===== config.mk =====
export PLATFORM = sky130hd
export DESIGN_NAME = trapezoid_step_pulse_generator_top
export DESIGN_NICKNAME = d
export VERILOG_FILES = /design/src/tspg_pkg.sv /design/src/tspg_div.sv /design/src/trapezoid_step_pulse_generator_top.sv
export SDC_FILE = /design/constraint.sdc
export NUM_CORES = 2
export LEC_CHECK = 0
export ABC_AREA = 1
export BUFFER_PORTS_ARGS = -buffer_cell sky130_fd_sc_hd__buf_2
export CAP_MARGIN = 0
export CORE_UTILIZATION = 48
export DETAILED_ROUTE_END_ITERATION = 7
export GPL_ROUTABILITY_DRIVEN = 0
export PLACE_DENSITY = 0.67
export REMOVE_ABC_BUFFERS = 1
export SETUP_SLACK_MARGIN = 0.1
export SYNTH_ARGS = -nofsm -noshare
export SYNTH_HDL_FRONTEND = slang
export SYNTH_HIERARCHICAL = 1
export SYNTH_SLANG_ARGS = --single-unit

===== constraint.sdc =====
create_clock -name clk -period 8.3 [get_ports clk]
set_input_delay 1.245 -clock clk [delete_from_list [all_inputs] [get_ports clk]]
set_output_delay 1.245 -clock clk [all_outputs]
set_load 0.05 [all_outputs]

===== src/tspg_pkg.sv =====
// package for the trapezoid step pulse generator
// item structs, field widths, config register indexes and defaults; no dependencies
package tspg_pkg;

    localparam int SPEED_W  = 20;
    localparam int CNT_W    = 32;
    localparam int OPND_W   = SPEED_W + 1;
    localparam int PROD_W   = OPND_W + SPEED_W;
    localparam int CFG_IDX_W = 2;

    localparam int TICKS_PER_HALF_SECOND = 500000;

    localparam logic [CFG_IDX_W-1:0] REG_START_SPEED = 2'd0;
    localparam logic [CFG_IDX_W-1:0] REG_MAX_SPEED   = 2'd1;
    localparam logic [CFG_IDX_W-1:0] REG_ACCEL_STEP  = 2'd2;

    localparam logic [SPEED_W-1:0] START_SPEED_RST = 20'd100;
    localparam logic [SPEED_W-1:0] MAX_SPEED_RST   = 20'd1000;
    localparam logic [SPEED_W-1:0] ACCEL_STEP_RST  = 20'd10;

    localparam logic ACT_START = 1'b0;
    localparam logic ACT_TICK  = 1'b1;

    typedef struct packed {
        logic             action;
        logic [CNT_W-1:0] step_count;
        logic             direction;
        logic [CNT_W-1:0] ramp_up_steps;
        logic [CNT_W-1:0] cruise_steps;
        logic             watch_stall;
        logic [CNT_W-1:0] stall_threshold;
        logic [CNT_W-1:0] warmup_count;
        logic             diag_level;
    } cmd_t;

    typedef struct packed {
        logic             step_out;
        logic             dir_out;
        logic             busy_res;
        logic             done_res;
        logic [CNT_W-1:0] steps_walked;
        logic             stalled;
    } res_t;

    typedef enum logic [1:0] {
        MODE_RAMP   = 2'd0,
        MODE_CRUISE = 2'd1,
        MODE_DECEL  = 2'd2
    } mode_t;

    // saturate a step multiplier operand; anything this large overshoots any speed
    function automatic logic [OPND_W-1:0] sat_opnd(input logic [CNT_W:0] x);
        logic [OPND_W-1:0] r;
        if (x[CNT_W:OPND_W] != '0)
            r = '1;
        else
            r = x[OPND_W-1:0];
        return r;
    endfunction

endpackage


===== src/tspg_div.sv =====
// restoring divider: half period = ticks per half second / speed, one quotient bit per cycle
// depends on tspg_pkg
module tspg_div #(
    parameter int TICKS_PER_HALF_SECOND = tspg_pkg::TICKS_PER_HALF_SECOND
) (
    input  logic                                      clk,
    input  logic                                      rst_n,
    input  logic                                      start,
    input  logic [tspg_pkg::SPEED_W-1:0]              divisor,
    output logic                                      done,
    output logic [$clog2(TICKS_PER_HALF_SECOND+1)-1:0] quotient
);
    localparam int HP_W = $clog2(TICKS_PER_HALF_SECOND + 1);
    localparam int CW   = $clog2(HP_W + 1);
    localparam int SW   = tspg_pkg::SPEED_W;
    localparam logic [HP_W-1:0] DIVIDEND = HP_W'(TICKS_PER_HALF_SECOND);

    // the partial remainder stays below the divisor
    logic [SW-1:0]   rem_reg;
    logic [HP_W-1:0] quo_reg;
    logic [SW-1:0] div_reg;
    logic [CW-1:0] cnt_reg;
    logic          run_reg;
    logic          done_reg;
    logic          zero_reg;

    logic [SW:0] trial;
    logic        fits;

    assign trial = {rem_reg, quo_reg[HP_W-1]};
    assign fits  = trial >= {1'b0, div_reg};

    always_ff @(posedge clk or negedge rst_n)
    begin
        if (!rst_n)
        begin
            rem_reg  <= '0;
            quo_reg  <= '0;
            div_reg  <= '0;
            cnt_reg  <= '0;
            run_reg  <= 1'b0;
            done_reg <= 1'b0;
            zero_reg <= 1'b0;
        end
        else
        begin
            done_reg <= 1'b0;
            if (start)
            begin
                rem_reg  <= '0;
                quo_reg  <= DIVIDEND;
                div_reg  <= divisor;
                cnt_reg  <= CW'(HP_W);
                zero_reg <= (divisor == '0);
                // zero speed takes the dividend as is
                run_reg  <= (divisor != '0);
                done_reg <= (divisor == '0);
            end
            else if (run_reg)
            begin
                rem_reg <= fits ? SW'(trial - {1'b0, div_reg}) : trial[SW-1:0];
                quo_reg <= {quo_reg[HP_W-2:0], fits};
                cnt_reg <= cnt_reg - CW'(1);
                if (cnt_reg == CW'(1))
                begin
                    run_reg  <= 1'b0;
                    done_reg <= 1'b1;
                end
            end
        end
    end

    assign done = done_reg;

    always_comb
    begin
        if (zero_reg)
            quotient = DIVIDEND;
        else if (quo_reg == '0)
            quotient = HP_W'(1);
        else
            quotient = quo_reg;
    end

endmodule


===== src/trapezoid_step_pulse_generator_top.sv =====
// top level of the trapezoid step pulse generator: move state, speed sequencer, item ports
// depends on tspg_pkg and tspg_div
//
// channel   direction  handshake           payload
// cmd       in         cmd_valid/cmd_stall cmd (start or one-microsecond tick item)
// res       out        res_valid/res_stall res (pin levels and move status)
// cfg       in         cfg_valid/cfg_ready cfg_index, cfg_data
//
// an idle tick, a zero count start and a tick that begins no new step are handled in S_IDLE;
// a start item or a tick that begins a step runs the sequencer through S_CLASS, S_PEAK
// (deceleration only), S_MUL (ramp and deceleration) and S_SPEED, and then waits on the
// divider, using the shared multiplier and the bit-serial divider; a zero speed skips the divider
// reset clears the move state and loads the register defaults; no clearing pass
// cmd_stall is high while a step is being set up or a waiting result is stalled
module trapezoid_step_pulse_generator_top #(
    parameter int TICKS_PER_HALF_SECOND = tspg_pkg::TICKS_PER_HALF_SECOND
) (
    input  logic                          clk,
    input  logic                          rst_n,
    input  logic                          cmd_valid,
    output logic                          cmd_stall,
    input  tspg_pkg::cmd_t                cmd,
    output logic                          res_valid,
    input  logic                          res_stall,
    output tspg_pkg::res_t                res,
    input  logic                          cfg_valid,
    output logic                          cfg_ready,
    input  logic [tspg_pkg::CFG_IDX_W-1:0] cfg_index,
    input  logic [tspg_pkg::SPEED_W-1:0]  cfg_data
);
    localparam int HP_W = $clog2(TICKS_PER_HALF_SECOND + 1);
    localparam int SW   = tspg_pkg::SPEED_W;
    localparam int CW   = tspg_pkg::CNT_W;
    localparam int OW   = tspg_pkg::OPND_W;
    localparam int PW   = tspg_pkg::PROD_W;

    typedef enum logic [4:0] {
        S_IDLE  = 5'b00001,
        S_CLASS = 5'b00010,
        S_PEAK  = 5'b00100,
        S_MUL   = 5'b01000,
        S_SPEED = 5'b10000
    } seq_t;
    // the divider wait is S_SPEED followed by div_busy
    seq_t state_reg;
    logic div_busy_reg;

    logic [SW-1:0] start_speed_reg, max_speed_reg, accel_step_reg;

    logic          moving_reg;
    logic [CW-1:0] step_index_reg, total_steps_reg, ramp_count_reg, cruise_count_reg;
    logic [SW-1:0] current_speed_reg;
    logic [HP_W-1:0] half_period_reg, phase_ticks_reg;
    logic          pin_high_reg, dir_level_reg, watching_reg, prev_diag_reg;
    logic [CW-1:0] edge_limit_reg, warmup_limit_reg, edge_count_reg;

    tspg_pkg::mode_t mode_reg;
    logic [OW-1:0] opnd_reg;
    logic [PW-1:0] prod_reg;
    logic [SW-1:0] peak_reg;

    tspg_pkg::res_t res_reg;
    tspg_pkg::res_t res_next;
    logic           res_valid_reg;

    logic cmd_fire;
    assign cmd_stall = (state_reg != S_IDLE) || div_busy_reg || (res_valid_reg && res_stall);
    assign cmd_fire  = cmd_valid && !cmd_stall;
    assign cfg_ready = 1'b1;
    assign res_valid = res_valid_reg;
    assign res       = res_reg;

    // shared multiplier
    logic [OW-1:0] mul_a;
    logic [PW-1:0] mul_p;
    assign mul_a = (state_reg == S_PEAK) ? tspg_pkg::sat_opnd({1'b0, ramp_count_reg}) : opnd_reg;
    assign mul_p = {{(PW-OW){1'b0}}, mul_a} * {{(PW-SW){1'b0}}, accel_step_reg};

    // clamp start plus product to max
    logic [PW:0]   ramp_sum;
    logic [SW-1:0] ramp_v;
    assign ramp_sum = {1'b0, prod_reg} + (PW+1)'(start_speed_reg);
    assign ramp_v   = (ramp_sum > (PW+1)'(max_speed_reg)) ? max_speed_reg : ramp_sum[SW-1:0];

    logic [SW-1:0] decel_v, speed_v;
    always_comb
    begin
        if (PW'(peak_reg) > prod_reg)
            decel_v = peak_reg - prod_reg[SW-1:0];
        else
            decel_v = start_speed_reg;
        if (decel_v < start_speed_reg)
            decel_v = start_speed_reg;
        case (mode_reg)
            tspg_pkg::MODE_RAMP:  speed_v = ramp_v;
            tspg_pkg::MODE_DECEL: speed_v = decel_v;
            default:              speed_v = current_speed_reg;
        endcase
    end

    // step classification
    logic [CW:0] cruise_end, idx_plus, dec_plus;
    assign cruise_end = {1'b0, ramp_count_reg} + {1'b0, cruise_count_reg};
    assign idx_plus   = {1'b0, step_index_reg} + (CW+1)'(1);
    assign dec_plus   = {1'b0, step_index_reg} - cruise_end + (CW+1)'(1);

    logic            div_start, div_done;
    logic [HP_W-1:0] div_q;
    assign div_start = (state_reg == S_SPEED);

    tspg_div #(
        .TICKS_PER_HALF_SECOND(TICKS_PER_HALF_SECOND)
    ) u_div (
        .clk      (clk),
        .rst_n    (rst_n),
        .start    (div_start),
        .divisor  (speed_v),
        .done     (div_done),
        .quotient (div_q)
    );

    // tick evaluation
    logic [HP_W:0]  phase_inc;
    logic           phase_more;
    logic [CW-1:0]  walked;
    logic           edge_hit;
    logic [CW-1:0]  edge_cnt_inc;
    logic           stall_end;
    assign phase_inc    = {1'b0, phase_ticks_reg} + (HP_W+1)'(1);
    assign phase_more   = phase_inc < {1'b0, half_period_reg};
    assign walked       = step_index_reg + CW'(1);
    assign edge_hit     = watching_reg && cmd.diag_level && !prev_diag_reg &&
                          (step_index_reg >= warmup_limit_reg);
    assign edge_cnt_inc = (edge_count_reg == '1) ? edge_count_reg : edge_count_reg + CW'(1);
    assign stall_end    = edge_hit && (edge_cnt_inc >= edge_limit_reg);

    // result for the item on the cmd port
    always_comb
    begin
        res_next          = '0;
        res_next.dir_out  = dir_level_reg;
        res_next.busy_res = moving_reg;
        if (cmd.action == tspg_pkg::ACT_START)
        begin
            if (cmd.step_count == '0)
            begin
                res_next.busy_res = 1'b0;
                res_next.done_res = 1'b1;
            end
            else
            begin
                res_next.dir_out  = cmd.direction;
                res_next.busy_res = 1'b1;
            end
        end
        else if (moving_reg)
        begin
            res_next.step_out = pin_high_reg;
            if (!phase_more && !pin_high_reg && (stall_end || walked == total_steps_reg))
            begin
                res_next.busy_res     = 1'b0;
                res_next.done_res     = 1'b1;
                res_next.steps_walked = walked;
                res_next.stalled      = stall_end;
            end
        end
    end

    always_ff @(posedge clk or negedge rst_n)
    begin
        if (!rst_n)
        begin
            start_speed_reg   <= tspg_pkg::START_SPEED_RST;
            max_speed_reg     <= tspg_pkg::MAX_SPEED_RST;
            accel_step_reg    <= tspg_pkg::ACCEL_STEP_RST;
            state_reg         <= S_IDLE;
            div_busy_reg      <= 1'b0;
            moving_reg        <= 1'b0;
            step_index_reg    <= '0;
            total_steps_reg   <= '0;
            ramp_count_reg    <= '0;
            cruise_count_reg  <= '0;
            current_speed_reg <= '0;
            half_period_reg   <= '0;
            phase_ticks_reg   <= '0;
            pin_high_reg      <= 1'b0;
            dir_level_reg     <= 1'b0;
            watching_reg      <= 1'b0;
            edge_limit_reg    <= '0;
            warmup_limit_reg  <= '0;
            edge_count_reg    <= '0;
            prev_diag_reg     <= 1'b0;
            mode_reg          <= tspg_pkg::MODE_CRUISE;
            opnd_reg          <= '0;
            prod_reg          <= '0;
            peak_reg          <= '0;
            res_reg           <= '0;
            res_valid_reg     <= 1'b0;
        end
        else
        begin
            if (cfg_valid)
            begin
                case (cfg_index)
                    tspg_pkg::REG_START_SPEED: start_speed_reg <= cfg_data;
                    tspg_pkg::REG_MAX_SPEED:   max_speed_reg   <= cfg_data;
                    tspg_pkg::REG_ACCEL_STEP:  accel_step_reg  <= cfg_data;
                    default: ;
                endcase
            end

            res_valid_reg <= cmd_fire || (res_valid_reg && res_stall);

            case (state_reg)
                S_IDLE:
                begin
                    if (cmd_fire)
                    begin
                        res_reg <= res_next;
                        if (cmd.action == tspg_pkg::ACT_START)
                        begin
                            if (cmd.step_count == '0)
                            begin
                                moving_reg   <= 1'b0;
                                pin_high_reg <= 1'b0;
                            end
                            else
                            begin
                                moving_reg        <= 1'b1;
                                dir_level_reg     <= cmd.direction;
                                total_steps_reg   <= cmd.step_count;
                                ramp_count_reg    <= cmd.ramp_up_steps;
                                cruise_count_reg  <= cmd.cruise_steps;
                                watching_reg      <= cmd.watch_stall;
                                edge_limit_reg    <= cmd.stall_threshold;
                                warmup_limit_reg  <= cmd.warmup_count;
                                edge_count_reg    <= '0;
                                prev_diag_reg     <= 1'b0;
                                step_index_reg    <= '0;
                                current_speed_reg <= start_speed_reg;
                                pin_high_reg      <= 1'b1;
                                phase_ticks_reg   <= '0;
                                state_reg         <= S_CLASS;
                            end
                        end
                        else if (moving_reg)
                        begin
                            if (phase_more)
                                phase_ticks_reg <= phase_inc[HP_W-1:0];
                            else if (pin_high_reg)
                            begin
                                pin_high_reg    <= 1'b0;
                                phase_ticks_reg <= '0;
                            end
                            else
                            begin
                                // last tick of the step: sample diag, then end or go on
                                if (watching_reg)
                                    prev_diag_reg <= cmd.diag_level;
                                if (edge_hit)
                                    edge_count_reg <= edge_cnt_inc;
                                if (stall_end || walked == total_steps_reg)
                                begin
                                    moving_reg      <= 1'b0;
                                    pin_high_reg    <= 1'b0;
                                    phase_ticks_reg <= '0;
                                end
                                else
                                begin
                                    step_index_reg  <= walked;
                                    pin_high_reg    <= 1'b1;
                                    phase_ticks_reg <= '0;
                                    state_reg       <= S_CLASS;
                                end
                            end
                        end
                    end
                    if (div_done)
                    begin
                        div_busy_reg    <= 1'b0;
                        half_period_reg <= div_q;
                    end
                end
                S_CLASS:
                begin
                    if ({1'b0, step_index_reg} < {1'b0, ramp_count_reg})
                    begin
                        mode_reg  <= tspg_pkg::MODE_RAMP;
                        opnd_reg  <= tspg_pkg::sat_opnd(idx_plus);
                        state_reg <= S_MUL;
                    end
                    else if ({1'b0, step_index_reg} >= cruise_end)
                    begin
                        mode_reg  <= tspg_pkg::MODE_DECEL;
                        opnd_reg  <= tspg_pkg::sat_opnd(dec_plus);
                        state_reg <= S_PEAK;
                    end
                    else
                    begin
                        mode_reg  <= tspg_pkg::MODE_CRUISE;
                        state_reg <= S_SPEED;
                    end
                end
                S_PEAK:
                begin
                    prod_reg  <= mul_p;
                    state_reg <= S_MUL;
                end
                S_MUL:
                begin
                    // peak from the ramp product, then the step product
                    peak_reg  <= ramp_v;
                    prod_reg  <= mul_p;
                    state_reg <= S_SPEED;
                end
                S_SPEED:
                begin
                    current_speed_reg <= speed_v;
                    div_busy_reg      <= 1'b1;
                    state_reg         <= S_IDLE;
                end
                default:
                begin
                    state_reg <= S_IDLE;
                end
            endcase
        end
    end

endmodule

==> metrics.yaml <==
synth:
  synth_ff_type: "dfrtp_1"
  yosysMostFrequentCell: "nand2_1"
  synthCells: 7130
  yosys_warnings: 6
  yosysTopAreaCell: "dfrtp_1"
  synth_top_area_frac: 0.252
  synth-seq-area-share: 0.258
  synth_edf_count: 0
  netlist_area_um2: 52500
  synthTopCellsByCount: "1674 x nand2_1, 1214 x inv_1, 689 x nor2_1, 528 x dfrtp_1, 467 x ha_1"
  syn_area_per_cell_um2: 7.36
  ys_seq_elements: 541
  ys_async_sr_fraction: 1.00
  ys_top_cells_by_area: "dfrtp_1 25%, fa_1 14%, nand2_1 12%"
  ys_types: 60
finish:
  drive_gt1_frac: 0.0848
  multi_input_area_um2: 33600
  utilization: 0.539
  diodes: 0
  design_area_um2: 58000
  syn_to_final_growth_pct: 10.6
  largest_reg_flops: 41
  nets: 8349
  fillers: 10400
  ff_latch_area_um2: 13600
power:
  p_per_area_nw_per_um2: 327
  peakVddDrop_mv: 0.395
  p_int_mw: 9.23
  swShare: 0.514
  p_seq_frac: 0.200
  leakage_nw: 31.0
  p_comb_frac: 0.635
  switchingPower_mw: 9.74
  p_clk_frac: 0.164
critical_path:
  crit_arrival_ns: 8.42
  cp_max_fo: 11
  crit_top_cell: "inv_1"
  max_stage_delay_ns: 0.54
  critPathCaptureType: "flip-flop"
  path_class: "flip-flop to flip-flop"
  crit_slowest_cell: "fa_1"
  cp-start-kind: "flip-flop"
  worstPathRequired_ns: 8.81
placement:
  hpwl_um: 132000
  pre_cts_slack_ns: 0.0956
  portBuffers: 229
  placed_area_um2: 55400
floorplanning:
  start_util: 0.487
  io_pins: 231
  dieArea_um2: 111000
  core_um2: 108000
  die_w_um: 333
  rows: 120
  die_y_um: 333
flow_run:
  cap_violations: 0
clock_network:
  cts_tree: "yes"
  clkSinkCount: 541
  cts_buffers: 67
  htree_levels: 3
  cts.reportedPaths.clkPinSlew_ns: 0.05
  insertion_delay_ns: 0.68
  cts_hold_buf: 0
  clk_path_buf_depth: 3
  cts_root_buf: "clkbuf_16"
sta:
  setup-violations-final: 0
  post-route-period-util: 0.952
  hold_viol: 0
  setup_slack_ns: 0.396
  slew-limit-headroom: 0.217
  slew_viol_final: 0
  worst_pin_slew_ns: 1.17
  min_period_ns: 7.90
  fmaxAchievable_mhz: 127
  rsz0062_at_grt: "false"
  fin_skew_ns: 0.0450
grt:
  grt_start_max_net_pins: 168
  grt-ovfl-total: 0
  grt_usage: 0.302
  grt_pass1_vias: 47800
  antenna_found_initial: 2
  grt_first_pass_wirelength_um: 264000
route:
  num_vias: 48400
  via_per_inst: 5.51
  firstDrtPassIters: 6
  drc_errors: 0
  drt-total-wl_um: 167000
  drtIter0Drc: 4250
  wl_per_cell_um: 19.0
  ant_nets: 0
status:
  status: "complete, no violations"
min_path:
  hold_path.class: "flip-flop to flip-flop"
==> worst paths after layout <==
path	startpoint	endpoint	slack [ns]	cells after the start
worst max-delay path	state_reg[1]$_DFFE_PN0P_	prod_reg[31]$_DFFE_PN0P_	0.40	37
worst min-delay path	res[26]$_DFFE_PN0P_	res[26]$_DFFE_PN0P_	0.48	2
worst max register to register	state_reg[1]$_DFFE_PN0P_	prod_reg[31]$_DFFE_PN0P_	0.40	37
worst min register to register	res[26]$_DFFE_PN0P_	res[26]$_DFFE_PN0P_	0.48	2
max in group asynchronous	rst_n	phase_ticks_reg[7]$_DFFE_PN0P_	6.14	2
min in group asynchronous	rst_n	edge_count_reg[27]$_DFFE_PN0P_	0.66	1
==> power groups by stage <==
| stage | logic, mW | clock network [mW] | registers, mW |
|---|---|---|---|
| 5_1_grt | 13.5 | 3.27 | 3.87 |
| 6_report | 12.1 | 3.12 | 3.80 |
| 3_3_place_gp | 11.7 | 0 | 3.82 |
| 3_5_place_dp | 11.8 | 0 | 3.83 |
| 4_1_cts | 11.9 | 3.18 | 3.79 |
| 2_1_floorplan | 8.70 | 0 | 3.72 |
==> routing by layer <==
metal	vias up	global-route usage	wire [um]
li1	23000	-	-
met1	22900	0.401	70100
met2	2016	0.478	73800
met3	450	0.0539	13900
met4	2	0.141	9040
met5	-	0	10
==> kinds of logic (layout without fill, tap and decap cells) <==
| group | Yosys count | after routing | share of synthesized area |
|---|---|---|---|
| flops | 541 | 541 | 0.258 |
| simple gates | 3105 | 3105 | 0.247 |
| compound gates | 965 | 965 | 0.0986 |
| fa+ha+maj | 824 | 824 | 0.248 |
| buf+inv | 1451 | 1702 | 0.106 |
| xor+xnor | 199 | 199 | 0.0332 |
| mux | 44 | 44 | 0.00942 |
| other cells | 1 | 1 | 0.0000715 |
==> cell usage in the layout, fill, tap and decap left out, types with 16 or more instances in the layout <==
cell / instances
nor2_1: 684
buf_4: 113
nor3_1: 69
dfrtp_1: 528
ha_1: 466
fa_1: 357
a21oi_1: 342
mux2_2: 43
xnor2_1: 81
a31oi_1: 17
o21ai_0: 423
a21o_1: 21
buf_2: 228
nor4_1: 37
o21bai_1: 18
o21ai_1: 49
xor2_1: 118
nand2_1: 1672
nand3b_1: 16
clkbuf_16: 70
or2_2: 16
inv_1: 1208
nand4_1: 111
nand3_1: 443
==> worst max-delay path, delay by kind of cell (launching register included) <==
family	cells	cell delay, ns
simple gates	10	1.21
buf+inv	12	1.22
flops	1	0.44
fa+ha+maj	8	3.87
compound gates	7	1.03
==> area by class of cell <==
type                            count  area share
Clock buffer                       82      0.0313
Multi-Input combinational cell   5138       0.579
Inverter                         1236      0.0801
Timing Repair Buffer              350      0.0373
Sequential cell                   541       0.234
Tap cell                         1403      0.0303
Clock inverter                     34     0.00848
==> metrics by stage <==
| stage | total power, mW | instances | TNS [ns] | hold WS, ns |
|---|---|---|---|---|
| after global routing | 20.6 | 8784 | 0 | 0.510 |
| after detailed placement | 15.6 | 8655 | 0 | 0.472 |
| after global placement | 15.5 | 8655 | 0 | 0.465 |
| final | 19.0 | 8784 | 0 | 0.484 |
| after floorplan | 12.4 | 6915 | -189.34 | 0.443 |
| after CTS | 18.9 | 8771 | 0 | 0.491 |
==> timing repair <==
| action | in CTS | in global routing |
|---|---|---|
| cloned | 0 | 2 |
| setup buffers | 0 | 11 |
| pin swaps | 0 | 4 |
| resized for setup | 1 | 50 |
| setup endpoints to repair | 1 | 21 |
(Power assumes the default switching activity.)
